## config.mk

```make
export PLATFORM = sky130hd
export DESIGN_NAME = plfx_face_unit
export DESIGN_NICKNAME = d
export VERILOG_FILES = /design/src/rtl/plfx_pkg.sv /design/src/rtl/plfx_face_unit.sv
export SDC_FILE = /design/constraint.sdc
export NUM_CORES = 2
export LEC_CHECK = 0
export BUFFER_PORTS_ARGS = -buffer_cell sky130_fd_sc_hd__buf_4
export CAP_MARGIN = 30
export CORE_MARGIN = 2
export CORE_UTILIZATION = 50
export CTS_BUF_LIST = sky130_fd_sc_hd__clkbuf_8
export CTS_CLUSTER_SIZE = 24
export DETAILED_ROUTE_END_ITERATION = 8
export PLACE_DENSITY = 0.7
export SYNTH_ARGS = -nofsm -noshare
export SYNTH_HDL_FRONTEND = slang
export SYNTH_SLANG_ARGS = --single-unit
```

## constraint.sdc

```tcl
create_clock -name clk -period 16.95 [get_ports clk]
set_input_delay 4.2375 -clock clk [delete_from_list [all_inputs] [get_ports clk]]
set_output_delay 4.2375 -clock clk [all_outputs]
set_load 0.01 [all_outputs]
```

## src/rtl/plfx_pkg.sv

```systemverilog
// Package for the periodic limited face flux block.
// Widths, limits, state codes and the flux helper; no dependencies.
package plfx_pkg;

  localparam int DATA_W    = 32;
  localparam int IDX_W     = 17;
  localparam int FACE_W    = 34;  // face value, signed, exact
  localparam int MAG_W     = 33;  // magnitude of a cell difference
  localparam int SQ_W      = 66;
  localparam int NUM_W     = 98;
  localparam int QUO_W     = 33;
  localparam int MAX_CELLS = 65536;
  localparam int STEP_W    = 3;

  localparam logic [IDX_W-1:0] LAST_K = IDX_W'(MAX_CELLS - 1);

  localparam logic [STEP_W-1:0] STEP_PREV  = 3'd0;
  localparam logic [STEP_W-1:0] STEP_WRAP  = 3'd1;
  localparam logic [STEP_W-1:0] STEP_ZERO  = 3'd2;
  localparam logic [STEP_W-1:0] STEP_ONE   = 3'd3;
  localparam logic [STEP_W-1:0] STEP_DUP   = 3'd4;

  localparam logic [1:0] JOB_LAST = 2'd0;
  localparam logic [1:0] JOB_U0   = 2'd1;
  localparam logic [1:0] JOB_U1   = 2'd2;

  typedef enum logic [2:0] {
    ST_IDLE, ST_DISPATCH, ST_START, ST_WAIT, ST_EMIT, ST_ERR
  } ctl_state_t;

  typedef enum logic [2:0] {
    FU_IDLE, FU_SQ1, FU_SQ2, FU_NLO, FU_NHI, FU_DIV, FU_DONE
  } fu_state_t;

  // floor(-(ua+ub)/2), saturated to 32 bits
  function automatic logic signed [DATA_W-1:0] flux_of(
    input logic signed [FACE_W-1:0] ua,
    input logic signed [FACE_W-1:0] ub
  );
    logic signed [FACE_W+1:0] s;
    logic signed [FACE_W+1:0] h;
    s = -((FACE_W+2)'(ua) + (FACE_W+2)'(ub));
    h = s >>> 1;
    if (h > (FACE_W+2)'(64'sd2147483647))
      flux_of = 32'sh7FFFFFFF;
    else if (h < -(FACE_W+2)'(64'sd2147483648))
      flux_of = 32'sh80000000;
    else
      flux_of = h[DATA_W-1:0];
  endfunction

endpackage

```

## src/rtl/plfx_face_unit.sv

```systemverilog
// Limited face value u = prev + trunc(d1*d2^2/(d1^2+d2^2)).
// Shared 33x33 multiplier, then restoring divider one bit a cycle. Uses plfx_pkg.
module plfx_face_unit (
  input  logic                                clk,
  input  logic                                rst,
  input  logic                                start,
  input  logic signed [plfx_pkg::DATA_W-1:0]  older,
  input  logic signed [plfx_pkg::DATA_W-1:0]  prev,
  input  logic signed [plfx_pkg::DATA_W-1:0]  cur,
  output logic                                done,
  output logic signed [plfx_pkg::FACE_W-1:0]  face
);

  plfx_pkg::fu_state_t state, state_next;

  logic signed [plfx_pkg::DATA_W:0]   d1, d2;
  logic        [plfx_pkg::MAG_W-1:0]  m1, m2;
  logic                               neg;
  logic signed [plfx_pkg::DATA_W-1:0] base;
  logic        [plfx_pkg::SQ_W-1:0]   sq1, sq2, den;
  logic        [plfx_pkg::NUM_W-1:0]  num, den_sh;
  logic        [plfx_pkg::QUO_W-1:0]  quo;
  logic        [5:0]                  cnt;
  logic        [plfx_pkg::MAG_W-1:0]  mul_a, mul_b;
  logic        [plfx_pkg::SQ_W-1:0]   prod;
  logic                               fits;
  logic signed [plfx_pkg::FACE_W-1:0] term;

  assign d1 = (plfx_pkg::DATA_W+1)'(prev) - (plfx_pkg::DATA_W+1)'(older);
  assign d2 = (plfx_pkg::DATA_W+1)'(cur) - (plfx_pkg::DATA_W+1)'(prev);

  always_comb begin
    case (state)
      plfx_pkg::FU_SQ1: mul_a = m1;
      plfx_pkg::FU_SQ2: mul_a = m2;
      plfx_pkg::FU_NLO: mul_a = sq2[plfx_pkg::MAG_W-1:0];
      default:          mul_a = sq2[2*plfx_pkg::MAG_W-1:plfx_pkg::MAG_W];
    endcase
  end

  // second operand is m1 except while squaring d2
  assign mul_b = (state == plfx_pkg::FU_SQ2) ? m2 : m1;
  assign prod  = plfx_pkg::SQ_W'(mul_a) * plfx_pkg::SQ_W'(mul_b);
  assign fits = num >= den_sh;
  assign term = neg ? -plfx_pkg::FACE_W'(quo) : plfx_pkg::FACE_W'(quo);
  assign face = plfx_pkg::FACE_W'(base) + term;
  assign done = (state == plfx_pkg::FU_DONE);

  always_ff @(posedge clk) begin
    if (rst) state <= plfx_pkg::FU_IDLE;
    else     state <= state_next;
  end

  always_comb begin
    state_next = state;
    case (state)
      plfx_pkg::FU_IDLE: if (start) begin
        state_next = (d1 == '0 || d2 == '0) ? plfx_pkg::FU_DONE : plfx_pkg::FU_SQ1;
      end
      plfx_pkg::FU_SQ1: state_next = plfx_pkg::FU_SQ2;
      plfx_pkg::FU_SQ2: state_next = plfx_pkg::FU_NLO;
      plfx_pkg::FU_NLO: state_next = plfx_pkg::FU_NHI;
      plfx_pkg::FU_NHI: state_next = plfx_pkg::FU_DIV;
      plfx_pkg::FU_DIV: if (cnt == '0) begin
        state_next = plfx_pkg::FU_DONE;
      end
      plfx_pkg::FU_DONE: state_next = plfx_pkg::FU_IDLE;
      default: state_next = plfx_pkg::FU_IDLE;
    endcase
  end

  always_ff @(posedge clk) begin
    case (state)
      plfx_pkg::FU_IDLE: if (start) begin
        m1   <= d1[plfx_pkg::DATA_W] ? plfx_pkg::MAG_W'(-d1) : plfx_pkg::MAG_W'(d1);
        m2   <= d2[plfx_pkg::DATA_W] ? plfx_pkg::MAG_W'(-d2) : plfx_pkg::MAG_W'(d2);
        neg  <= d1[plfx_pkg::DATA_W];
        base <= prev;
        quo  <= '0;
      end
      plfx_pkg::FU_SQ1: sq1 <= prod;
      plfx_pkg::FU_SQ2: sq2 <= prod;
      plfx_pkg::FU_NLO: begin
        num <= plfx_pkg::NUM_W'(prod);
        den <= sq1 + sq2;
      end
      plfx_pkg::FU_NHI: begin
        num    <= num + (plfx_pkg::NUM_W'(prod) << plfx_pkg::MAG_W);
        den_sh <= plfx_pkg::NUM_W'(den) << (plfx_pkg::QUO_W - 1);
        cnt    <= 6'(plfx_pkg::QUO_W - 1);
      end
      plfx_pkg::FU_DIV: begin
        if (fits) num <= num - den_sh;
        quo    <= {quo[plfx_pkg::QUO_W-2:0], fits};
        den_sh <= den_sh >> 1;
        cnt    <= cnt - 6'd1;
      end
      default: ;
    endcase
  end

endmodule

```

==> results.md <==
- CP max stage cell: o41ai_1
- Gate Count Post-Synth: 8725
- Relative slew margins: 30.0%
- Avg WL per Cell: 25.0 um
- Clk buf depth: 3
- 1st-pass router iterations: 6
- Period utilization: 79.4%
- Sequential-to-total area share from yosys stat: 20.9%
- Nets@finish: 10378
- Worst r2r src: state[1]
- Fin Setup TNS: 0 ps
- Vias in the first global route: 65061
- Cell depth of the worst setup path: 41
- Max FO, Critical Path: 52
- Share of cells above drive strength 1: 6.56%
- Via count: 64909
- WP buf/inv: 11
- Hold Buf Count CTS: 0
- Pin count of the biggest net entering global routing: 129
- H-tree depth: 3
- Die ar.: 0.157 mm2
- Synth area leaders: fa_1, edfxtp_1, ha_1
- DP HPWL: 217000 um
- Initial antenna violation count: 16
- Clock Skew: 75.6 ps
- DR vias/cell: 6.00
- Critical path class: flop to flop
- First-pass GRT wire length: 404000 um
- Io pins: 134
- Worst r2r dst: num[96]
- Synth area leader: fa_1
- Worst-Margin Slew: 1020 ps
- Syn nets: 10387
- Fin crit period: 13450 ps
- Gpl congestion: 0.993
- Starting Density: 50.5%
- Syn avg cell area: 8.81 um2
- Delay-heaviest family, CP: adder cells
- Die H: 396 um
- Gr usage total: 34.2%
- Post_cts resized: 0
- Cell row count: 143
- Grt total ovfl: 0
- Fmax achieved: 74.3 MHz
- Final ANT Viol Nets: 0
- Slew Viols, Final: 0
- Final Setup Violations: 0
- CTS tree: built
- CORE AREA: 0.152 mm2
- WP data required: 17500 ps
- Status: complete, no violations
- Final core utilization: 54.0%
- Distinct cell type count after synthesis: 105
- Hold WC Path Type: flop to flop
- Total wire length: 270000 um
- Most frequent cells in the layout: inv_1, fa_1, nor2_1, nand2_1, ha_1
- Inserted Clock Buffers: 93
- Die width: 396 um
- Yosys reg bits: 535
- Drt initial violations: 6770
- Arrival @ worst endpoint: 14010 ps
- Yosys warns: 0
- Slowest stage delay, CP: 890 ps
- Netlist Area Pre-Place: 0.0768 mm2
- Clk slew on worst S/H paths: 70 ps
- Reg2Reg Depth: 41
- # clock sinks: 535
- CP endpoint: num[96]
- Ys async rst share: 0%
- Crit path from: state[1]
- Dominant synthesized flop cell: edfxtp_1
- Post-synth top area share: 25.1%
- I/O Buffers: 133
- Final Hold Fails: 0
- Drt drc: 0
- Worst Setup End Kind: flop
- Max Cap Violations: 0
- R2R setup slack: 3500 ps
- RSZ-0062 raised after global routing: no
- Most common cell after layout, fill and taps aside: inv_1
- Post-synth EDFFs: 532
- Syn-to-layout area delta: 7.06%
- Clock root cell: clkbuf_8
- Clock latency on the worst-skew pair: 810 ps
- Post-CTS Setup Inserts: 0
- Critical Path Start Type: flop
==> layout make-up <==
class	instances	area, um2
repair buffers	311	2410
multi-input cells	6439	54400
inverters	1336	5020
clock buffers	95	1310
clock inverters	69	498
well taps	2030	2540
flip-flops and latches	535	16000
fillers	14140	70000
diodes	8	20.0
==> cells by family after synthesis <==
family / synth area share (%)
flops: 20.9
fa+ha+maj: 34.9
buf+inv: 8.57
mux: 1.42
simple gates: 14.9
compound gates: 14.5
xor+xnor: 4.92
==> synthesized netlist by cell type, drive strengths merged, types with 55 or more instances <==
cell,instances
a21oi,558
a21o,239
nor3,73
o21a,84
xor2,145
edfxtp,532
nand2b,74
nor2,954
clkbuf,378
fa,964
xnor2,284
ha,599
nor2b,85
a31oi,55
and3,77
nand3,78
o21ai,390
nand4,102
o21bai,78
nand2,954
mux2i,73
inv,1336
==> sequential cells by signal (all words and copies together) (netlist names) <==
register / count
state: 3
m1: 33
sq1: 66
den_sh: 98
neg: 1
base: 32
sq2: 66
den: 66
cnt: 6
m2: 33
quo: 33
num: 98
==> worst min-delay path by stage <==
stage / startpoint / endpoint / slack, ps / cells past startpoint
floorplan: den[0] / den_sh[32] / 500 / 2
global placement: den[6] / den_sh[38] / 510 / 2
detailed placement: den[34] / den_sh[66] / 510 / 2
CTS: den[11] / den_sh[43] / 480 / 2
global route: den[11] / den_sh[43] / 480 / 2
finish: den[11] / den_sh[43] / 470 / 2
==> tightest hold or removal path, cell delays in order, from the launching register on <==
cell and delay (ps):
edfxtp_1 320, nand2_1 40, o21ai_0 60
==> per-stage QoR <==
step                cells  hold WS (ps)  area [um2]  setup slack, ps
detailed placement  10648           509       80400             3760
floorplan            8725           496       76800              770
global placement    10642           509       80300             3900
CTS                 10812           480       82200             3760
global route        10817           483       82200             2880
finish              10823           473       82300             3500
==> metal layers <==
metal	vias up	share of wire, %	wire length, um	track usage, %
li1	28809	-	-	-
met1	32208	39	107000	44.6
met2	3214	45	122000	54.1
met3	660	9.4	25300	7.27
met4	18	5.9	15900	17.1
met5	-	0.042	114	0
Power is left out: the tool's default activity adds up to more than one toggle a clock period on the data nets, which glitch-free logic cannot reach.
